### config.mk
export PLATFORM = sky130hd
export DESIGN_NAME = mtg_ram
export DESIGN_NICKNAME = d
export VERILOG_FILES = /design/src/design/mtg_ram.sv
export SDC_FILE = /design/constraint.sdc
export NUM_CORES = 2
export LEC_CHECK = 0
export BUFFER_PORTS_ARGS = -buffer_cell sky130_fd_sc_hd__buf_2
export CAP_MARGIN = 20
export CORE_MARGIN = 10
export CORE_UTILIZATION = 50
export CTS_BUF_LIST = sky130_fd_sc_hd__clkbuf_8
export DETAILED_ROUTE_END_ITERATION = 8
export PLACE_DENSITY = 0.75
export RECOVER_POWER = 100
export SYNTH_ARGS = -nofsm -noshare
export SYNTH_HDL_FRONTEND = slang
export SYNTH_SLANG_ARGS = --single-unit
### constraint.sdc
create_clock -name clk -period 4 [get_ports clk]
set_input_delay 0.2 -clock clk [delete_from_list [all_inputs] [get_ports clk]]
set_output_delay 0.2 -clock clk [all_outputs]
set_load 0.02 [all_outputs]
### src/design/mtg_ram.sv
// ----------------------------------------------------------------------------
// mtg_ram
// Generic RAM: one write port, two read ports with registered read data.
// ----------------------------------------------------------------------------
module mtg_ram #(
	parameter int WIDTH = 32,
	parameter int DEPTH = 64
) (
	input  logic                             clk,
	input  logic                             we,
	input  logic [$clog2(DEPTH)-1:0]         waddr,
	input  logic [WIDTH-1:0]                 wdata,
	input  logic [$clog2(DEPTH)-1:0]         raddr_a,
	output logic [WIDTH-1:0]                 rdata_a,
	input  logic [$clog2(DEPTH)-1:0]         raddr_b,
	output logic [WIDTH-1:0]                 rdata_b
);

	logic [WIDTH-1:0] mem_q [DEPTH];

	always_ff @(posedge clk) begin
		if (we) begin
			mem_q[waddr] <= wdata;
		end
		rdata_a <= mem_q[raddr_a];
		rdata_b <= mem_q[raddr_b];
	end

endmodule

==> summary.md <==
| Metric | Value |
|---|---|
| Commonest non-fill, non-tap cell in the layout | `edfxtp_1` |
| Post-DP HPWL | `167 mm` |
| Worst path cell trace | `dlygate4sd3_1, clkbuf_1, nor2b_1, nand3_1, nor2_4, clkbuf_1` |
| Worst Hold Depth | `3` |
| Largest net degree at the start of global routing | `85` |
| Largest family of logic cells by synthesized area | `multiplexers` |
| Required @ worst endpoint | `4.60 ns` |
| Worst Setup Path Type | `input pin to register` |
| CP bufs+invs | `3` |
| R2R setup slack | `1.55 ns` |
| Sw power | `11000 uW` |
| Clock transition at path regs | `0.06 ns` |
| Maximum vdd drop | `0.000326 V` |
| Hold Crit Start | `waddr[5]` |
| Worst Path Max Fanout | `19` |
| Reg2reg start | `mem_q[57][1]` |
| Yosys Warn Count | `0` |
| Arrival @ worst endpoint | `4.15 ns` |
| Compound-Gate Fraction of Synth Area | `2.39%` |
| Ys async rst share | `0%` |
| H-tree level count | `5` |
| Post-Synthesis Cells | `4412` |
| Post-synth EDFFs | `2048` |
| Max-slew headroom | `-104%` |
| Initial DRC count | `8062` |
| Top_reg_cell synth | `edfxtp_1` |
| Final instance area | `107000 um2` |
| Starting Density | `50.3%` |
| First-pass detailed-route iteration total | `5` |
| Root Buffer Master | `clkbuf_8` |
| Share of cells above drive strength 1 | `36.6%` |
| Failing checks | `max-capacitance violations, max-slew violations` |
| Final Net Count | `4874` |
| Combinational Power Share | `8.8%` |
| Crit start category | `input pin` |
| Worst r2r path cells | `6` |
| Synth Area in Adders | `0%` |
| Post-synthesis mux area share | `29.0%` |
| Clock group share of total power | `37.8%` |
| Max-slew violations | `3027` |
| CP max-delay cell | `clkbuf_1` |
| CTS tree | `built` |
| Distinct cell type count after synthesis | `38` |
| Hold slack | `0.0607 ns` |
| Commonest non-fill, non-tap cells in the layout | `2048 x edfxtp_1, 1124 x mux4_2, 370 x clkbuf_8` |
| Internal | `35200 uW` |
| CTS sink count | `2112` |
| Syn Std Cell Area | `95700 um2` |
| Routed WL | `285 mm` |
| Max_cap viols | `93` |
| Final hold vios | `0` |
| Die height | `457 um` |
| CP top delay family | `buffers and inverters` |
| Num CTS Buffers | `338` |
| Sequential area share after synthesis | `65.6%` |
| Most used cell, CP | `clkbuf_1` |
| Switching share of total power | `23.7%` |
| Post-Syn Nets | `4464` |
| Synth top area cells | `edfxtp_1 64%, mux4_2 26%, mux2i_1 2.1%` |
| Dpl ws | `0.856 ns` |
| Synthesis-to-layout area growth | `11.8%` |
| Routed wire length per instance | `37.5 um` |
| Count of state elements after synthesis | `2112` |
| Mean Syn Cell Area | `21.7 um2` |
| Via density | `7.05` |
| Top cell type's share of synthesized area | `64.3%` |
| Grt ovf | `0` |
| Post-synthesis simple-gate area fraction | `1.13%` |
| Global-route wire length before repair | `404 mm` |
| Remaining routing DRC violations | `0` |
| Count of final setup violators | `0` |
| Total core area | `190000 um2` |
| Area leader, netlist | `edfxtp_1` |
| HP Class | `input pin to register` |
| Setup WS post-layout | `0.450 ns` |
| Worst-margin pin slew | `3.06 ns` |
| Fin Clk Skew | `0.0616 ns` |
| Full die area | `209000 um2` |
| Total number of vias | `53500` |
| Die width | `457 um` |
| PD cells | `432 nW/um2` |
| Post-Place Cell Area | `101000 um2` |
| Number of top-level pins | `116` |
| GRT Total Usage | `26.9%` |
| RSZ-0062 raised after global routing | `no` |
| Detail Route Antenna Nets | `0` |
| Global placement routability congestion | `0.831` |
| # port buffers | `115` |
| Final design utilization | `56.2%` |
| CTS max path bufs | `4` |
| Peak Freq | `0.282 GHz` |
| Number of global-route vias before repair | `54500` |
| Worst path max stage delay | `1.82 ns` |
| Reg-to-Reg End | `rdata_a[1]` |
| Setup TNS | `0 ns` |
| Flop pwr share | `53.5%` |
| Antenna violations before repair | `30` |
| Cell Rows | `160` |
| Clk Latency, worst-skew pair | `1.07 ns` |
| Leakage power | `0.0338 uW` |
| Fin crit period | `3.55 ns` |
| Critical Path End Type | `register` |
| Postcts setup bufs | `0` |
| Hold endpoint | `mem_q[38][2]` |
| Tcrit/Tclk final | `88.8%` |
| Outcome | `finished with violations` |
| Post-Synth XOR/XNOR Area | `0%` |
[worst max path at each step]
stage | startpoint | end | cells past startpoint
final | waddr[2] | mem_q[19][28] | 6
after global routing | waddr[2] | mem_q[1][28] | 6
after CTS | raddr_a[3] | rdata_a[16] | 9
after detailed placement | raddr_b[0] | rdata_b[19] | 6
after global placement | raddr_a[0] | rdata_a[3] | 7
after floorplan | waddr[3] | mem_q[48][0] | 4
[synth_stat cells, drive strengths merged (9+ instances only)]
cell	n
o21ai	49
a221oi	13
nand2	93
mux4	1124
a32oi	9
o221ai	16
o211ai	27
edfxtp	2048
nor2	94
mux2i	204
dfxtp	64
a211oi	15
o32a	9
a21oi	58
buf	212
a22oi	85
mux2	36
nor2b	19
o22ai	56
nand3	9
clkbuf	135
[power groups by stage]
stage	sequential (uW)	combinational, uW	clock, uW
finish	24700	4050	17400
CTS	24700	4050	17600
global placement	25100	3950	0
global route	24700	4230	18600
floorplan	25200	2350	0
detailed placement	25100	4000	0
[per-layer routing]
layer | wire length, um | up-vias | GRT usage [%]
met4 | 15900 | 18 | 13.1
met1 | 97300 | 28200 | 35.7
met3 | 39400 | 826 | 8.15
met2 | 132000 | 4149 | 40.9
met5 | 242 | - | 0
li1 | - | 20400 | -
[sequential cells by signal, summed over array words and instances (netlist names)]
name	flops
rdata_b	32
rdata_a	32
mem_q	2048
[stage by stage]
step | cells | total power (uW)
finish | 7596 | 46200
floorplan | 4412 | 27500
detailed placement | 6923 | 29100
global placement | 6923 | 29100
CTS | 7559 | 46300
global route | 7591 | 47600
[cell type report]
class,instances,area (um2)
diodes,14,35.0
clock buffers,370,5090
clock inverters,219,1120
fillers,13800,83300
inverters,1,3.75
multi-input cells,1952,31500
flip-flops and latches,2112,62800
well taps,2511,3140
repair buffers,417,3250
[worst reg2reg max path, cell delays in order, from the launching register on]
cell and delay (ns):
edfxtp_1 0.40, mux4_2 0.46, mux2i_1 0.35, mux2i_1 0.24, nor2_1 0.17, o22ai_1 0.10
dlygate4sd3_1 0.59
[timing repair]
item	4_1_cts	5_1_grt
hold buffers	47	1
hold endpoints to repair	2110	2
resized for setup	0	0
[logic make-up (layout without fill, tap and decap cells)]
group	Yosys count	in the layout
AO/OA/AOI/OAI	340	340
buffers and inverters	348	1007
flip-flops	2112	2112
multiplexers	1364	1364
other	0	14
AND/OR/NAND/NOR	248	248
No activity file was read; power rests on OpenSTA's default activity.
