==> config.mk <==
export PLATFORM = sky130hd
export DESIGN_NAME = mtg_out_flat
export DESIGN_NICKNAME = d
export VERILOG_FILES = /design/src/design/mtg_pkg.sv /design/src/design/mtg_word_if.sv /design/src/design/mtg_out.sv /design/src/flat_wrapper.sv
export SDC_FILE = /design/constraint.sdc
export NUM_CORES = 1
export LEC_CHECK = 0
export BUFFER_PORTS_ARGS = -buffer_cell sky130_fd_sc_hd__buf_2
export CAP_MARGIN = 40
export CORE_ASPECT_RATIO = 0.7
export CORE_UTILIZATION = 55
export DETAILED_ROUTE_END_ITERATION = 10
export PLACE_DENSITY = 0.79
export SLEW_MARGIN = 20
export SYNTH_ARGS = -nofsm -noshare
export SYNTH_HDL_FRONTEND = slang
export SYNTH_SLANG_ARGS = --single-unit
==> constraint.sdc <==
create_clock -name clk -period 1.95 [get_ports clk]
set_input_delay 0.0975 -clock clk [delete_from_list [all_inputs] [get_ports clk]]
set_output_delay 0.0975 -clock clk [all_outputs]
set_load 0.02 [all_outputs]
==> src/design/mtg_pkg.sv <==
// ----------------------------------------------------------------------------
// mtg_pkg
// Shared constants, types and functions of the 32-bit twister generator.
// ----------------------------------------------------------------------------
package mtg_pkg;

	localparam int STATE_WORDS  = 624;
	localparam int SHIFT_OFFSET = 397;
	localparam int KEY_DEPTH    = 64;

	localparam int WORD_W      = 32;
	localparam int SW_ADDR_W   = $clog2(STATE_WORDS);
	localparam int POS_W       = $clog2(STATE_WORDS + 2);
	localparam int KEY_ADDR_W  = (KEY_DEPTH > 1) ? $clog2(KEY_DEPTH) : 1;
	localparam int KEY_SLOT_W  = 6;
	localparam int KEY_CNT_W   = 7;
	localparam int CFG_INDEX_W = 2;

	localparam logic [POS_W-1:0] POS_EXHAUSTED   = POS_W'(STATE_WORDS);
	localparam logic [POS_W-1:0] POS_NEVER_SEEDED = POS_W'(STATE_WORDS + 1);

	localparam logic [WORD_W-1:0] TWIST_MATRIX = 32'h9908b0df;
	localparam logic [WORD_W-1:0] HIGH_BIT     = 32'h80000000;
	localparam logic [WORD_W-1:0] SEED_MULT    = 32'd1812433253;
	localparam logic [WORD_W-1:0] KEY_MULT_A   = 32'd1664525;
	localparam logic [WORD_W-1:0] KEY_MULT_B   = 32'd1566083941;
	localparam logic [WORD_W-1:0] KEY_SEED     = 32'd19650218;
	localparam logic [WORD_W-1:0] DEFAULT_SEED = 32'd5489;
	localparam logic [WORD_W-1:0] TEMPER_B     = 32'h9d2c5680;
	localparam logic [WORD_W-1:0] TEMPER_C     = 32'hefc60000;

	localparam logic [KEY_CNT_W-1:0] KEY_COUNT_RESET = KEY_CNT_W'(1);

	typedef enum logic [1:0] {
		CMD_NEXT      = 2'd0,
		CMD_SEED      = 2'd1,
		CMD_KEY_WRITE = 2'd2,
		CMD_KEY_FILL  = 2'd3
	} cmd_t;

	localparam logic [CFG_INDEX_W-1:0] CFG_SEED_VALUE = CFG_INDEX_W'(0);
	localparam logic [CFG_INDEX_W-1:0] CFG_KEY_COUNT  = CFG_INDEX_W'(1);

	typedef struct packed {
		logic                 we;
		logic [SW_ADDR_W-1:0] waddr;
		logic [WORD_W-1:0]    wdata;
		logic [SW_ADDR_W-1:0] raddr_a;
		logic [SW_ADDR_W-1:0] raddr_b;
	} tsr_req_t;

	typedef struct packed {
		logic                  we;
		logic [KEY_ADDR_W-1:0] waddr;
		logic [WORD_W-1:0]     wdata;
		logic [KEY_ADDR_W-1:0] raddr;
	} key_req_t;

	function automatic logic [WORD_W-1:0] fold30(input logic [WORD_W-1:0] w);
		return w ^ (w >> 30);
	endfunction

	function automatic logic [WORD_W-1:0] temper(input logic [WORD_W-1:0] w);
		logic [WORD_W-1:0] y;
		y = w ^ (w >> 11);
		y = y ^ ((y << 7) & TEMPER_B);
		y = y ^ ((y << 15) & TEMPER_C);
		y = y ^ (y >> 18);
		return y;
	endfunction

endpackage

==> src/design/mtg_word_if.sv <==
// ----------------------------------------------------------------------------
// mtg_word_if
// Result channel: one tempered random word per item.
// ----------------------------------------------------------------------------
interface mtg_word_if;
	logic                       valid;
	logic                       ready;
	logic [mtg_pkg::WORD_W-1:0] random_word;

	modport source (output valid, output random_word, input ready);
	modport sink (input valid, input random_word, output ready);
endinterface

==> src/design/mtg_out.sv <==
// ----------------------------------------------------------------------------
// mtg_out
// Tempering and output buffer: output register plus one skid entry.
// ----------------------------------------------------------------------------
module mtg_out (
	input  logic                       clk,
	input  logic                       arst_n,
	input  logic                       word_valid,
	input  logic [mtg_pkg::WORD_W-1:0] word,
	output logic                       room,
	mtg_word_if.source                 rsp
);

	logic                       out_valid_q;
	logic [mtg_pkg::WORD_W-1:0] out_q;
	logic                       skid_valid_q;
	logic [mtg_pkg::WORD_W-1:0] skid_q;
	logic [mtg_pkg::WORD_W-1:0] tempered;
	logic                       pop;
	logic [1:0]                 occupancy;

	assign tempered        = mtg_pkg::temper(word);
	assign pop             = out_valid_q && rsp.ready;
	assign occupancy       = 2'(word_valid) + 2'(out_valid_q) + 2'(skid_valid_q);
	assign room            = (occupancy < 2'd2);
	assign rsp.valid       = out_valid_q;
	assign rsp.random_word = out_q;

	always_ff @(posedge clk or negedge arst_n) begin
		if (!arst_n) begin
			out_valid_q  <= 1'b0;
			skid_valid_q <= 1'b0;
			out_q        <= '0;
			skid_q       <= '0;
		end else if (!out_valid_q || pop) begin
			if (skid_valid_q) begin
				out_q        <= skid_q;
				out_valid_q  <= 1'b1;
				skid_valid_q <= word_valid;
				skid_q       <= tempered;
			end else begin
				out_q       <= tempered;
				out_valid_q <= word_valid;
			end
		end else if (word_valid) begin
			skid_q       <= tempered;
			skid_valid_q <= 1'b1;
		end
	end

endmodule

==> src/flat_wrapper.sv <==
// flat-port wrapper written by rule: the top's interface ports become plain ports
module mtg_out_flat 
  (clk, arst_n, word_valid, word, room, rsp_valid, rsp_random_word, rsp_ready);
  mtg_word_if rsp_i ();
  input  logic clk;
  input  logic arst_n;
  input  logic word_valid;
  input  logic [mtg_pkg::WORD_W-1:0] word;
  output logic room;
  output wire logic [$bits(rsp_i.valid)-1:0] rsp_valid;
  output wire logic [$bits(rsp_i.random_word)-1:0] rsp_random_word;
  input wire logic [$bits(rsp_i.ready)-1:0] rsp_ready;
  assign rsp_valid = rsp_i.valid;
  assign rsp_random_word = rsp_i.random_word;
  assign rsp_i.ready = rsp_ready;
  mtg_out u_core (.clk(clk), .arst_n(arst_n), .word_valid(word_valid), .word(word), .room(room), .rsp(rsp_i));
endmodule
==> results.txt <==
- Sequential elements use between 40% and 50% of the synthesized area.
* Sink count of the clock tree: between 60 and 70
- Data on the critical path arrives at its endpoint at 1.56 ns.
- In the routed layout, each cell is associated on average with a via count of about 5.3.
* Overall die area: approximately 7000 µm²
- For this block, the routed nets add up to 7930 µm of wire.
* Cell leakage power: slightly above 2 nW
- The tool flagged a number of max-cap violations equal to 0.
- Entering global routing, the biggest net connects 67 pins.
* Unrepaired setup endpoints after global routing: no
- Number of global-route vias before repair: around 2,800
- In this run the count of I/O pins placed on the die edge is 70.
- In this run the deepest clock path goes through 2 buffers.
* Post-DP HPWL: 5784 µm
- The most critical setup path has its startpoint at u_core.skid_valid_q$_DFFE_PN0P_.
- Post-route core utilization: a little under 70%
- WL/cell: about 15 µm
- Initial Utilization: about three fifths
- Most common cell after layout, fill and taps aside: buf_2
- The worst path uses roughly 85% of the clock period.
* Library cell used as clock root buffer: clkbuf_8
* Commonest cells after routing, fill and taps aside: buf_2, dfrtp_1, nor2_1
- Synthesis produced between 300 and 400 cells.
- Antenna Violating Nets Remaining: 0
- PD cells: ~1100 nW/µm²
* Initial antenna violation count: 0
* Final Net Count: approximately 480
- For the final routed database, the setup TNS stands at 0 ns.
- The worst-case IR drop observed on VDD is 0.4527 mV.
* Hold Startpoint: word[1]
* Worst setup path category: reg -> out
- Transition time at the pin with the least slew margin: roughly 0.54 ns
- Relative slew margins: 63.72%
- Across all register-to-register paths, the minimum setup slack is approximately 0.44 ns.
* Insertion delay to the later sink of the worst-skew pair: roughly 0.33 ns
- Most used flip-flop cell after synthesis: dfrtp_1
* Combined area of the multi-input logic cells: about 1900 µm²
* DRC Markers: 0
- Max FO, Critical Path: 10
- A synthesized cell averages between 10 and 15 µm².
- Hold is met by between 0.09 and 0.1 ns.
- All-layer global routing usage: between 20% and 30%
- The smallest clock period supported by the final layout is computed as around 1.7 ns.
* Number of slew-limit violations in the final report: 0
- After clock tree synthesis, the clock-pin slew on the worst setup and hold paths is ~0.06 ns.
- The worst register-to-register path begins at u_core.rsp.valid$_DFFE_PN0P_.
- Final setup skew: about 0.0035 ns
* Critical Path End Type: primary output
* Die height: just over 70 µm
- Pre-CTS worst setup slack: 0.2319 ns
- Endpoints failing hold: 0
* First drt pass iteration count: 4
- The flow ran to the end, and the final reports show no timing, DRC or antenna violations.
- Buffers inserted to repair hold after CTS numbered 1.
* Number of synthesized flops with an enable pin: 0
* TritonCTS Buffers: 9
- Number of flip-flops and latches in the synthesized netlist: 66
- Count of fill cells added during filler insertion: ~500
- The number of nets handed over by synthesis was around 400.
- # setup viols final: 0
* Worst path setup slack after routing: about 0.29 ns
- Fmax: 602.3 MHz
* Die Span X: 100.0 µm
- Gpl congestion: about 0.84
* HP Class: in -> reg
- Critical path launch point type: flop
- The initialized floorplan defines 24 standard-cell rows.
* Wire length of the first global-routing pass: 13,320 µm
- Total of cells resized after clock tree synthesis: 0
- Proportion of register bits with asynchronous set or reset after synthesis: 100.0%
- The H-tree was split into 3 levels.
- Yosys warns: 0
- Clock tree from TritonCTS: yes
* Via count: 2,846
- In this run, distinct cell masters in the synthesized netlist total 39.
- Buffers added to address setup during post-CTS repair amount to 0.
- Ratio of cells with drive above 1 in the final layout: 24.60%
- Sequential cell area: ~1700 µm²
- After the first detailed-routing iteration, the DRC count stood at 154.
- 0 antenna diodes ended up in the layout.
- GRT overflow: 0
- From synthesis to final layout, the design area changed by 18.38%.
- The floorplan step defined a core boundary enclosing 6366 µm².
* Data required time at the worst endpoint: roughly 1.9 ns
- In this run the cell area of the synthesized design comes to about 3700 µm².
- Number of buffer cells added on primary ports: 69
[state kept, by name, summed over array words and instances, names as in the netlist]
register	count
u_core.rsp.random_word	32
u_core.rsp.valid	1
u_core.skid_q	32
u_core.skid_valid_q	1
[metal layers]
metal | track usage (%) | share of wire [%] | up-vias
li1 | - | - | 1389
met1 | 34.14 | 46 | 1363
met2 | 40.08 | 48 | 90
met3 | 7.213 | 6.1 | 4
met4 | 6.119 | 0.35 | 0
met5 | 0 | 0 | -
[final timing paths]
path | cells after the start | to
max in group asynchronous | 3 | u_core.rsp.random_word[24]$_DFFE_PN0P_
min | 3 | u_core.skid_q[1]$_DFFE_PN0P_
min in group asynchronous | 3 | u_core.rsp.random_word[4]$_DFFE_PN0P_
max reg2reg | 5 | u_core.skid_q[8]$_DFFE_PN0P_
min reg2reg | 2 | u_core.skid_q[6]$_DFFE_PN0P_
max | 5 | room
[cell type report]
| type | count | share of cell area [%] |
|---|---|---|
| timing repair buffer | 87 | 11.61 |
| multi-input combinational | 275 | 44.25 |
| tap | 91 | 2.601 |
| clock buffer | 13 | 3.631 |
| inverter | 2 | 0.1715 |
| sequential | 66 | 37.74 |
[cells by family (layout without fill, tap and decap cells)]
family          count (synthesis)  in the layout  synth area share (%)
xor+xnor                       56             56                 20.17
simple gates                  113            113                 13.10
fa+ha+maj                       2              2                0.6767
mux                            17             17                 4.704
compound gates                 87             87                 13.33
buf+inv                        25            102                 3.350
flops                          66             66                 44.67
[worst max-delay path, stage by stage, from the launching register on]
cell     delay [ns]
dfrtp_1        0.41
inv_1          0.08
buf_4          0.17
ha_1           0.25
a21oi_1        0.14
buf_2          0.17
[metrics by stage]
step	power (mW)	instances	area, µm²
6_report	4.679	534	4377
5_1_grt	4.986	534	4377
4_1_cts	4.724	534	4377
3_5_place_dp	3.732	520	4208
3_3_place_gp	3.660	520	4208
2_1_floorplan	3.166	366	3697
[Yosys cell counts, drive strengths merged, types with 3 or more instances]
library cell	number	area, µm²
o21ai	36	187.7
xor2	12	142.6
nand2	31	116.4
nor3b	3	22.52
a21oi	30	150.1
o21a	11	82.58
xnor3	12	270.3
dfrtp	66	1652
a31oi	4	25.02
mux2	3	33.78
clkbuf	15	67.56
xnor2	30	285.3
mux2i	14	140.1
nand3	6	30.03
nor2	57	214.0
buf	8	48.79
nor3	6	30.03
[power breakdown]
| group | internal (mW) | switching [mW] |
|---|---|---|
| registers | 1.77 | 0.214 |
| logic | 0.733 | 0.981 |
| clock network | 0.511 | 0.468 |
| total | 3.02 | 1.66 |
(Power assumes the default switching activity.)
