### src/design/mtg_pkg.sv
// ----------------------------------------------------------------------------
// mtg_pkg
// Shared constants, types and functions of the 32-bit twister generator.
// ----------------------------------------------------------------------------
package mtg_pkg;

	localparam int STATE_WORDS  = 624;
	localparam int SHIFT_OFFSET = 397;
	localparam int KEY_DEPTH    = 64;

	localparam int WORD_W      = 32;
	localparam int SW_ADDR_W   = $clog2(STATE_WORDS);
	localparam int POS_W       = $clog2(STATE_WORDS + 2);
	localparam int KEY_ADDR_W  = (KEY_DEPTH > 1) ? $clog2(KEY_DEPTH) : 1;
	localparam int KEY_SLOT_W  = 6;
	localparam int KEY_CNT_W   = 7;
	localparam int CFG_INDEX_W = 2;

	localparam logic [POS_W-1:0] POS_EXHAUSTED   = POS_W'(STATE_WORDS);
	localparam logic [POS_W-1:0] POS_NEVER_SEEDED = POS_W'(STATE_WORDS + 1);

	localparam logic [WORD_W-1:0] TWIST_MATRIX = 32'h9908b0df;
	localparam logic [WORD_W-1:0] HIGH_BIT     = 32'h80000000;
	localparam logic [WORD_W-1:0] SEED_MULT    = 32'd1812433253;
	localparam logic [WORD_W-1:0] KEY_MULT_A   = 32'd1664525;
	localparam logic [WORD_W-1:0] KEY_MULT_B   = 32'd1566083941;
	localparam logic [WORD_W-1:0] KEY_SEED     = 32'd19650218;
	localparam logic [WORD_W-1:0] DEFAULT_SEED = 32'd5489;
	localparam logic [WORD_W-1:0] TEMPER_B     = 32'h9d2c5680;
	localparam logic [WORD_W-1:0] TEMPER_C     = 32'hefc60000;

	localparam logic [KEY_CNT_W-1:0] KEY_COUNT_RESET = KEY_CNT_W'(1);

	typedef enum logic [1:0] {
		CMD_NEXT      = 2'd0,
		CMD_SEED      = 2'd1,
		CMD_KEY_WRITE = 2'd2,
		CMD_KEY_FILL  = 2'd3
	} cmd_t;

	localparam logic [CFG_INDEX_W-1:0] CFG_SEED_VALUE = CFG_INDEX_W'(0);
	localparam logic [CFG_INDEX_W-1:0] CFG_KEY_COUNT  = CFG_INDEX_W'(1);

	typedef struct packed {
		logic                 we;
		logic [SW_ADDR_W-1:0] waddr;
		logic [WORD_W-1:0]    wdata;
		logic [SW_ADDR_W-1:0] raddr_a;
		logic [SW_ADDR_W-1:0] raddr_b;
	} tsr_req_t;

	typedef struct packed {
		logic                  we;
		logic [KEY_ADDR_W-1:0] waddr;
		logic [WORD_W-1:0]     wdata;
		logic [KEY_ADDR_W-1:0] raddr;
	} key_req_t;

	function automatic logic [WORD_W-1:0] fold30(input logic [WORD_W-1:0] w);
		return w ^ (w >> 30);
	endfunction

	function automatic logic [WORD_W-1:0] temper(input logic [WORD_W-1:0] w);
		logic [WORD_W-1:0] y;
		y = w ^ (w >> 11);
		y = y ^ ((y << 7) & TEMPER_B);
		y = y ^ ((y << 15) & TEMPER_C);
		y = y ^ (y >> 18);
		return y;
	endfunction

endpackage

### src/design/mtg_cmd_if.sv
// ----------------------------------------------------------------------------
// mtg_cmd_if
// Command channel: one item per command with key slot and key data.
// ----------------------------------------------------------------------------
interface mtg_cmd_if;
	logic                              valid;
	logic                              ready;
	logic [1:0]                        command;
	logic [mtg_pkg::KEY_SLOT_W-1:0]    key_slot;
	logic [mtg_pkg::WORD_W-1:0]        key_data;

	modport source (output valid, output command, output key_slot, output key_data,
		input ready);
	modport sink (input valid, input command, input key_slot, input key_data,
		output ready);
endinterface

### src/design/mtg_cfg_if.sv
// ----------------------------------------------------------------------------
// mtg_cfg_if
// Register write channel: register index and write data.
// ----------------------------------------------------------------------------
interface mtg_cfg_if;
	logic                            valid;
	logic                            ready;
	logic [mtg_pkg::CFG_INDEX_W-1:0] index;
	logic [mtg_pkg::WORD_W-1:0]      data;

	modport source (output valid, output index, output data, input ready);
	modport sink (input valid, input index, input data, output ready);
endinterface

### src/design/mtg_ctrl.sv
// ----------------------------------------------------------------------------
// mtg_ctrl
// Sequencer: command decode, registers, seeding, key fill and twist passes
// over the state store, and word reads for generation.
// ----------------------------------------------------------------------------
module mtg_ctrl (
	input  logic                       clk,
	input  logic                       arst_n,
	mtg_cmd_if.sink                    cmd,
	mtg_cfg_if.sink                    cfg,
	input  logic                       room,
	output logic                       word_valid,
	output mtg_pkg::tsr_req_t          tsr_req,
	input  logic [mtg_pkg::WORD_W-1:0] tsr_rdata_a,
	input  logic [mtg_pkg::WORD_W-1:0] tsr_rdata_b,
	output mtg_pkg::key_req_t          key_req,
	input  logic [mtg_pkg::WORD_W-1:0] key_rdata
);

	localparam logic [mtg_pkg::SW_ADDR_W-1:0] LAST_IDX =
		mtg_pkg::SW_ADDR_W'(mtg_pkg::STATE_WORDS - 1);
	localparam logic [mtg_pkg::SW_ADDR_W-1:0] FAR_WRAP =
		mtg_pkg::SW_ADDR_W'(mtg_pkg::STATE_WORDS - mtg_pkg::SHIFT_OFFSET);
	localparam logic [mtg_pkg::SW_ADDR_W-1:0] FAR_STEP =
		mtg_pkg::SW_ADDR_W'(mtg_pkg::SHIFT_OFFSET);
	localparam logic [mtg_pkg::SW_ADDR_W-1:0] MIX_LAST =
		mtg_pkg::SW_ADDR_W'(mtg_pkg::STATE_WORDS - 1);
	localparam logic [mtg_pkg::SW_ADDR_W-1:0] DIFFUSE_LAST =
		mtg_pkg::SW_ADDR_W'(mtg_pkg::STATE_WORDS - 2);

	typedef enum logic [3:0] {
		ST_IDLE,
		ST_SEED_MUL,
		ST_SEED_ADD,
		ST_KEY_RD,
		ST_KEY_WR,
		ST_KEY_FIN,
		ST_TW_PRE,
		ST_TW_RUN,
		ST_TW_LAST
	} state_t;

	state_t                                state_q;
	logic [mtg_pkg::POS_W-1:0]             pos_q;
	logic                                  gen_pend_q;
	logic                                  key_mode_q;
	logic                                  twist_after_q;
	logic                                  diffuse_q;
	logic [mtg_pkg::SW_ADDR_W-1:0]         idx_q;
	logic [mtg_pkg::SW_ADDR_W-1:0]         cnt_q;
	logic [mtg_pkg::KEY_ADDR_W-1:0]        j_q;
	logic [mtg_pkg::KEY_CNT_W-1:0]         len_q;
	logic [mtg_pkg::WORD_W-1:0]            prev_q;
	logic [mtg_pkg::WORD_W-1:0]            prod_s1;
	logic                                  hi_q;
	logic                                  tw_v_s1;
	logic [mtg_pkg::SW_ADDR_W-1:0]         widx_s1;
	logic                                  rd_s1;
	logic [mtg_pkg::WORD_W-1:0]            seed_value_q;
	logic [mtg_pkg::KEY_CNT_W-1:0]         key_count_q;

	logic                                  accept;
	mtg_pkg::cmd_t                         op;
	logic [mtg_pkg::SW_ADDR_W-1:0]         nxt_idx;
	logic [mtg_pkg::SW_ADDR_W-1:0]         far_idx;
	logic [mtg_pkg::WORD_W-1:0]            seed_val;
	logic [mtg_pkg::WORD_W-1:0]            mix;
	logic [mtg_pkg::WORD_W-1:0]            key_val;
	logic [mtg_pkg::WORD_W-1:0]            tw_y;
	logic [mtg_pkg::WORD_W-1:0]            tw_val;
	logic [mtg_pkg::KEY_CNT_W-1:0]         len_clamped;
	logic                                  j_wrap;
	logic                                  pos_ok;

	assign op        = mtg_pkg::cmd_t'(cmd.command);
	assign cmd.ready = (state_q == ST_IDLE) && !gen_pend_q && room;
	assign accept    = cmd.valid && cmd.ready;
	assign cfg.ready = 1'b1;
	assign word_valid = rd_s1;
	assign pos_ok    = (pos_q < mtg_pkg::POS_EXHAUSTED);

	assign nxt_idx  = (idx_q == LAST_IDX) ? '0 : idx_q + 1'b1;
	assign far_idx  = (idx_q >= FAR_WRAP) ? idx_q - FAR_WRAP : idx_q + FAR_STEP;
	assign seed_val = prod_s1 + mtg_pkg::WORD_W'(idx_q);
	assign mix      = tsr_rdata_a ^ prod_s1;
	assign key_val  = diffuse_q ? mix - mtg_pkg::WORD_W'(idx_q)
		: mix + key_rdata + mtg_pkg::WORD_W'(j_q);
	assign tw_y     = {hi_q, tsr_rdata_a[mtg_pkg::WORD_W-2:0]};
	assign tw_val   = tsr_rdata_b ^ (tw_y >> 1) ^ (tw_y[0] ? mtg_pkg::TWIST_MATRIX : '0);
	assign j_wrap   = (mtg_pkg::KEY_CNT_W'(j_q) + 1'b1) == len_q;

	always_comb begin
		if (key_count_q == '0) begin
			len_clamped = mtg_pkg::KEY_CNT_W'(1);
		end else if (int'(key_count_q) > mtg_pkg::KEY_DEPTH) begin
			len_clamped = mtg_pkg::KEY_CNT_W'(mtg_pkg::KEY_DEPTH);
		end else begin
			len_clamped = key_count_q;
		end
	end

	always_comb begin
		key_req.we    = accept && (op == mtg_pkg::CMD_KEY_WRITE)
			&& (int'(cmd.key_slot) < mtg_pkg::KEY_DEPTH);
		key_req.waddr = mtg_pkg::KEY_ADDR_W'(cmd.key_slot);
		key_req.wdata = cmd.key_data;
		key_req.raddr = j_q;
	end

	always_comb begin
		tsr_req.we      = 1'b0;
		tsr_req.waddr   = idx_q;
		tsr_req.wdata   = seed_val;
		tsr_req.raddr_a = idx_q;
		tsr_req.raddr_b = far_idx;
		unique case (state_q)
			ST_IDLE: begin
				tsr_req.raddr_a = pos_q[mtg_pkg::SW_ADDR_W-1:0];
			end
			ST_SEED_MUL: begin
				tsr_req.we    = (idx_q == mtg_pkg::SW_ADDR_W'(1));
				tsr_req.waddr = '0;
				tsr_req.wdata = prev_q;
			end
			ST_SEED_ADD: begin
				tsr_req.we = 1'b1;
			end
			ST_KEY_RD: begin
				tsr_req.raddr_a = idx_q;
			end
			ST_KEY_WR: begin
				tsr_req.we    = 1'b1;
				tsr_req.wdata = key_val;
			end
			ST_KEY_FIN: begin
				tsr_req.we    = 1'b1;
				tsr_req.waddr = '0;
				tsr_req.wdata = mtg_pkg::HIGH_BIT;
			end
			ST_TW_PRE: begin
				tsr_req.raddr_a = '0;
			end
			ST_TW_RUN: begin
				tsr_req.raddr_a = nxt_idx;
				tsr_req.we      = tw_v_s1;
				tsr_req.waddr   = widx_s1;
				tsr_req.wdata   = tw_val;
			end
			ST_TW_LAST: begin
				tsr_req.we    = 1'b1;
				tsr_req.waddr = widx_s1;
				tsr_req.wdata = tw_val;
			end
			default: begin
				tsr_req.we = 1'b0;
			end
		endcase
	end

	always_ff @(posedge clk or negedge arst_n) begin
		if (!arst_n) begin
			state_q       <= ST_IDLE;
			pos_q         <= mtg_pkg::POS_NEVER_SEEDED;
			gen_pend_q    <= 1'b0;
			key_mode_q    <= 1'b0;
			twist_after_q <= 1'b0;
			diffuse_q     <= 1'b0;
			idx_q         <= '0;
			cnt_q         <= '0;
			j_q           <= '0;
			len_q         <= mtg_pkg::KEY_COUNT_RESET;
			prev_q        <= '0;
			prod_s1       <= '0;
			hi_q          <= 1'b0;
			tw_v_s1       <= 1'b0;
			widx_s1       <= '0;
			rd_s1         <= 1'b0;
			seed_value_q  <= mtg_pkg::DEFAULT_SEED;
			key_count_q   <= mtg_pkg::KEY_COUNT_RESET;
		end else begin
			rd_s1 <= 1'b0;

			if (cfg.valid && cfg.ready) begin
				unique case (cfg.index)
					mtg_pkg::CFG_SEED_VALUE: seed_value_q <= cfg.data;
					mtg_pkg::CFG_KEY_COUNT:  key_count_q  <= cfg.data[mtg_pkg::KEY_CNT_W-1:0];
					default: ;
				endcase
			end

			unique case (state_q)
				ST_IDLE: begin
					if (gen_pend_q) begin
						gen_pend_q <= 1'b0;
						rd_s1      <= 1'b1;
						pos_q      <= pos_q + 1'b1;
					end else if (accept) begin
						unique case (op)
							mtg_pkg::CMD_NEXT: begin
								if (pos_ok) begin
									rd_s1 <= 1'b1;
									pos_q <= pos_q + 1'b1;
								end else if (pos_q == mtg_pkg::POS_EXHAUSTED) begin
									gen_pend_q <= 1'b1;
									state_q    <= ST_TW_PRE;
								end else begin
									gen_pend_q    <= 1'b1;
									prev_q        <= mtg_pkg::DEFAULT_SEED;
									idx_q         <= mtg_pkg::SW_ADDR_W'(1);
									key_mode_q    <= 1'b0;
									twist_after_q <= 1'b1;
									state_q       <= ST_SEED_MUL;
								end
							end
							mtg_pkg::CMD_SEED: begin
								prev_q        <= seed_value_q;
								idx_q         <= mtg_pkg::SW_ADDR_W'(1);
								key_mode_q    <= 1'b0;
								twist_after_q <= 1'b0;
								state_q       <= ST_SEED_MUL;
							end
							mtg_pkg::CMD_KEY_FILL: begin
								prev_q        <= mtg_pkg::KEY_SEED;
								idx_q         <= mtg_pkg::SW_ADDR_W'(1);
								key_mode_q    <= 1'b1;
								twist_after_q <= 1'b0;
								len_q         <= len_clamped;
								state_q       <= ST_SEED_MUL;
							end
							default: ;
						endcase
					end
				end

				ST_SEED_MUL: begin
					prod_s1 <= mtg_pkg::SEED_MULT * mtg_pkg::fold30(prev_q);
					state_q <= ST_SEED_ADD;
				end

				ST_SEED_ADD: begin
					prev_q <= seed_val;
					if (idx_q == LAST_IDX) begin
						pos_q <= mtg_pkg::POS_EXHAUSTED;
						if (key_mode_q) begin
							prev_q    <= mtg_pkg::KEY_SEED;
							idx_q     <= mtg_pkg::SW_ADDR_W'(1);
							cnt_q     <= '0;
							j_q       <= '0;
							diffuse_q <= 1'b0;
							state_q   <= ST_KEY_RD;
						end else if (twist_after_q) begin
							state_q <= ST_TW_PRE;
						end else begin
							state_q <= ST_IDLE;
						end
					end else begin
						idx_q   <= idx_q + 1'b1;
						state_q <= ST_SEED_MUL;
					end
				end

				ST_KEY_RD: begin
					prod_s1 <= mtg_pkg::fold30(prev_q)
						* (diffuse_q ? mtg_pkg::KEY_MULT_B : mtg_pkg::KEY_MULT_A);
					state_q <= ST_KEY_WR;
				end

				ST_KEY_WR: begin
					prev_q  <= key_val;
					idx_q   <= (idx_q == LAST_IDX) ? mtg_pkg::SW_ADDR_W'(1) : idx_q + 1'b1;
					j_q     <= j_wrap ? '0 : j_q + 1'b1;
					state_q <= ST_KEY_RD;
					if (!diffuse_q) begin
						if (cnt_q == MIX_LAST) begin
							cnt_q     <= '0;
							diffuse_q <= 1'b1;
						end else begin
							cnt_q <= cnt_q + 1'b1;
						end
					end else begin
						if (cnt_q == DIFFUSE_LAST) begin
							state_q <= ST_KEY_FIN;
						end else begin
							cnt_q <= cnt_q + 1'b1;
						end
					end
				end

				ST_KEY_FIN: begin
					pos_q   <= mtg_pkg::POS_EXHAUSTED;
					state_q <= ST_IDLE;
				end

				ST_TW_PRE: begin
					idx_q   <= '0;
					tw_v_s1 <= 1'b0;
					state_q <= ST_TW_RUN;
				end

				ST_TW_RUN: begin
					hi_q    <= tsr_rdata_a[mtg_pkg::WORD_W-1];
					tw_v_s1 <= 1'b1;
					widx_s1 <= idx_q;
					if (idx_q == LAST_IDX) begin
						state_q <= ST_TW_LAST;
					end else begin
						idx_q <= idx_q + 1'b1;
					end
				end

				ST_TW_LAST: begin
					tw_v_s1 <= 1'b0;
					pos_q   <= '0;
					state_q <= ST_IDLE;
				end

				default: begin
					state_q <= ST_IDLE;
				end
			endcase
		end
	end

endmodule

### src/flat_wrapper.sv
// flat-port wrapper written by rule: the top's interface ports become plain ports
module mtg_ctrl_flat 
  (clk, arst_n, room, word_valid, tsr_req, tsr_rdata_a, tsr_rdata_b, key_req, key_rdata, cmd_valid, cmd_command, cmd_key_slot, cmd_key_data, cmd_ready, cfg_valid, cfg_index, cfg_data, cfg_ready);
  mtg_cmd_if cmd_i ();
  mtg_cfg_if cfg_i ();
  input  logic clk;
  input  logic arst_n;
  input  logic room;
  output logic word_valid;
  output mtg_pkg::tsr_req_t tsr_req;
  input  logic [mtg_pkg::WORD_W-1:0] tsr_rdata_a;
  input  logic [mtg_pkg::WORD_W-1:0] tsr_rdata_b;
  output mtg_pkg::key_req_t key_req;
  input  logic [mtg_pkg::WORD_W-1:0] key_rdata;
  input wire logic [$bits(cmd_i.valid)-1:0] cmd_valid;
  input wire logic [$bits(cmd_i.command)-1:0] cmd_command;
  input wire logic [$bits(cmd_i.key_slot)-1:0] cmd_key_slot;
  input wire logic [$bits(cmd_i.key_data)-1:0] cmd_key_data;
  output wire logic [$bits(cmd_i.ready)-1:0] cmd_ready;
  input wire logic [$bits(cfg_i.valid)-1:0] cfg_valid;
  input wire logic [$bits(cfg_i.index)-1:0] cfg_index;
  input wire logic [$bits(cfg_i.data)-1:0] cfg_data;
  output wire logic [$bits(cfg_i.ready)-1:0] cfg_ready;
  assign cmd_i.valid = cmd_valid;
  assign cmd_i.command = cmd_command;
  assign cmd_i.key_slot = cmd_key_slot;
  assign cmd_i.key_data = cmd_key_data;
  assign cmd_ready = cmd_i.ready;
  assign cfg_i.valid = cfg_valid;
  assign cfg_i.index = cfg_index;
  assign cfg_i.data = cfg_data;
  assign cfg_ready = cfg_i.ready;
  mtg_ctrl u_core (.clk(clk), .arst_n(arst_n), .cmd(cmd_i), .cfg(cfg_i), .room(room), .word_valid(word_valid), .tsr_req(tsr_req), .tsr_rdata_a(tsr_rdata_a), .tsr_rdata_b(tsr_rdata_b), .key_req(key_req), .key_rdata(key_rdata));
endmodule
### config.mk
export PLATFORM = sky130hd
export DESIGN_NAME = mtg_ctrl_flat
export DESIGN_NICKNAME = d
export VERILOG_FILES = /design/src/design/mtg_pkg.sv /design/src/design/mtg_cmd_if.sv /design/src/design/mtg_cfg_if.sv /design/src/design/mtg_ctrl.sv /design/src/flat_wrapper.sv
export SDC_FILE = /design/constraint.sdc
export NUM_CORES = 2
export LEC_CHECK = 0
export BUFFER_PORTS_ARGS = -buffer_cell sky130_fd_sc_hd__buf_2
export CAP_MARGIN = 0
export CORE_MARGIN = 3
export CORE_UTILIZATION = 60
export CTS_CLUSTER_SIZE = 25
export DETAILED_ROUTE_END_ITERATION = 10
export GPL_TIMING_DRIVEN = 0
export PLACE_DENSITY_LB_ADDON = 0.12
export SETUP_SLACK_MARGIN = 0.1
export SYNTH_ARGS = -nofsm -noshare
export SYNTH_HDL_FRONTEND = slang
export SYNTH_SLANG_ARGS = --single-unit
### constraint.sdc
create_clock -name clk -period 20 [get_ports clk]
set_input_delay 1 -clock clk [delete_from_list [all_inputs] [get_ports clk]]
set_output_delay 1 -clock clk [all_outputs]
set_load 0.02 [all_outputs]
==> metrics.md <==
| Metric | Value |
|---|---|
| Status | completed |
| Setup TNS | 0 ns |
| Sequential element share of the synthesized area | about an eighth |
| HP Class | flop to flop |
| Crit Path Category | flop to flop |
| GRT Resource Usage Total | between 30% and 40% |
| Mapped Cells | 3519 |
| Primary FF master, synth | dfrtp_1 |
| Period utilization | 50.6% |
| XOR/XNOR Fraction of Synth Area | 8.54% |
| Largest net degree at the start of global routing | 90 |
| Post-DRT Antenna Nets | 0 |
| Die Area | about 56000 sq um |
| GP Congestion | 1.04 |
| Final min period | 10.12 ns |
| Synth area leaders | fa_1 (25%), ha_1 (19%), dfrtp_1 (12%) |
| Crit end category | flop |
| Post-synthesis compound-gate area fraction | 12.9% |
| Simple-gate share of the synthesized area | approximately 10% |
| Setup crit end | u_core.prod_s1[31] |
| Mux cell area share after synthesis | 1.64% |
| Final WL | approximately 110000 microns |
| Setup crit start kind | flop |
| Setup bufs post-CTS | 0 |
| Clk slew on worst S/H paths | approximately 0.070 ns |
| Synth cell types | 91 |
| Initial antenna violation count | 1 |
| Post-synth top area cell | fa_1 |
| Tightest Pin Transition | 1.35 ns |
| Ys async rst share | between 90% and 100% |
| Clk Latency, worst-skew pair | 0.47 ns |
| Post-synth top area share | 24.7% |
| Met3 Use GR | 7.56% |
| Starting density of the core | 60.9% |
| M2 GR Usage | 61.6% |
| PortBufs | 245 |
| Cells on worst reg2reg path | 25 |
| Fill count | roughly 4600 |
| DRC viols | 0 |
| FMAX | 98.9 MHz |
| Skew final | 0.0100 ns |
| H-tree Lvls | 4 |
| Vias | 26890 |
| GR peak layer | met2 |
| Critical Path Max Stage Delay | roughly 0.86 ns |
| Post-synth EDFFs | 0 |
| Most Frequent Cell on Critical Path | fa_1 |
| Maximum clock path buffer count | 2 |
| Largest family of logic cells by synthesized area | adder cells |
| Slew headroom | between 10% and 20% |
| ANT cells | 0 |
| Drt pass-1 iters | 8 |
| P&R area growth vs syn | 8.72% |
| # rows | 84 |
| Synth Area in Adders | 43.9% |
| Hold-fix buffers, CTS | 0 |
| Layout cells sized above 1 | 11.0% |
| Worst Path Max Fanout | 10 |
| Number of synthesized register bits | 167 |
| WP data required | 20.35 ns |
| R2R Setup Slk | slightly below 10 ns |
| Worst r2r src | u_core.diffuse_q |
| Vias in the first global route | 27535 |
| First-pass GRT wire length | 162000 microns |
| Wire length per cell | around 24 microns |
| TritonCTS Buffers | 17 |
| Io pins | 286 |
| Hold Fails Final Rpt | 0 |
| Final setup vio count | 0 |
| FF-to-FF End | u_core.prod_s1[31] |
| First DRT Iteration DRCs | between 2000 and 2500 |
| DR vias/cell | 5.97 |
| Synth warnings | 0 |
| Mapped cell area | 32100 sq um |
| Number of max-cap violations | 0 |
| Max-slew violations | 0 |
| CTS tree | yes |
| Critical Path AT | 10.47 ns |
| CTS sink cnt | 167 |
| Die width | 237 microns |
| Critical path startpoint | u_core.diffuse_q |
| DP HPWL | 89800 microns |
| RSZ-0062 raised after global routing | false |
| Syn_area_per_cell | about 9.1 sq um |
| Chip height | 237 microns |
| Final nets | 4863 |
| CTS-repair resized insts | 0 |
| Slowest cell on crit path | buf_1 |
| Area of the core | 52800 sq um |
| GR Layer Usage met1 | 48.2% |
| Remaining Overflow, GRT | 0 |
| Root Driver | clkbuf_16 |
sequential cells by signal, summed over array words and instances, names as in the netlist, 4 cells and up:
signal	count
u_core.seed_value_q	32
u_core.cnt_q	10
u_core.prev_q	32
u_core.prod_s1	32
u_core.idx_q	10
u_core.len_q	7
u_core.j_q	6
u_core.state_q	4
u_core.key_count_q	7
u_core.pos_q	10
u_core.widx_s1	10
cell families after synthesis:
kind of cell | Yosys count
adder cells (fa/ha/maj) | 888
buffers and inverters | 779
AND/OR/NAND/NOR | 688
AO/OA/AOI/OAI | 634
XOR/XNOR | 313
flip-flops | 167
multiplexers | 48
other | 2
cells in the final DEF (no fill, tap or decap), drive strengths merged, types with 11 or more instances in the layout:
master and count:
and2 42, a221oi 19, and3 24, mux2i 11, nand2b 31, conb 18
nor2b 27, nor3 34, clkbuf 121, a21oi 121, ha 491, a21o 40
nand4 23, nand2 186, a22o 11, o211ai 22, a22oi 31, dfrtp 153
inv 620, nor2 210, xnor2 194, o21a 18, xor2 119, nand3 51
or3 13, o21bai 12, dfstp 14, a211oi 27, buf 310, fa 396
a41oi 12, a31oi 26, o21ai 199, o31ai 25, or2 14, mux2 37
worst max-delay path: cells and delay by family (launching register included):
family,cells,cell delay [ns]
AOI/OAI and AO/OA,3,0.90
xor gates and xnor gates,1,0.15
adders and majority gates,9,4.00
buffers and inverters,6,3.23
DFF,1,0.71
and+or+nand+nor,6,0.96
how the worst min path moves through the flow:
stage	cells past startpoint	endpoint	from
3_5_place_dp	2	u_core.widx_s1[3]	u_core.widx_s1[3]
4_1_cts	2	u_core.len_q[0]	u_core.len_q[0]
6_report	2	u_core.len_q[0]	u_core.len_q[0]
2_1_floorplan	2	u_core.widx_s1[0]	u_core.widx_s1[0]
3_3_place_gp	2	u_core.widx_s1[1]	u_core.widx_s1[1]
5_1_grt	2	u_core.widx_s1[3]	u_core.widx_s1[3]
layout make-up:
cell class	count	area, sq um	area share [%]
inverters	614	2300	6.60
flip-flops and latches	167	4200	12.0
repair buffers	247	1270	3.65
clock buffers	19	443	1.27
well taps	688	861	2.47
clock inverters	13	155	0.444
multi-input cells	2589	24900	71.3
plain buffers	165	792	2.27
synthesized netlist by cell type (44+ instances only):
cell type  instances
xor2_1           119
clkbuf_1         102
buf_4             44
nor2_1           208
a21oi_1          117
dfrtp_1          153
nand3_1           50
xnor2_1          194
ha_1             491
fa_1             396
inv_1            611
o21ai_0          190
nand2_1          186
layer usage:
metal,up-vias,routed length (microns)
li1,12151,-
met1,12970,41000
met2,1388,48500
met3,379,9570
met4,2,7680
met5,-,13
metrics by stage:
| step | cell area (sq um) | worst slack (ns) | util, % | hold WS [ns] | instances |
|---|---|---|---|---|---|
| after floorplan | 32200 | 12.98 | - | 0.451 | 3535 |
| after global placement | 34300 | 10.32 | 64.9 | 0.464 | 4468 |
| after detailed placement | 34300 | 10.22 | 65.0 | 0.474 | 4470 |
| after CTS | 34900 | 10.13 | 66.2 | 0.487 | 4502 |
| after global routing | 34900 | 9.82 | 66.2 | 0.506 | 4502 |
| final | 34900 | 9.88 | 66.2 | 0.486 | 4502 |
Power is not shown: default switching activity piles up to over one toggle a cycle in this logic, so the estimate is an artifact.
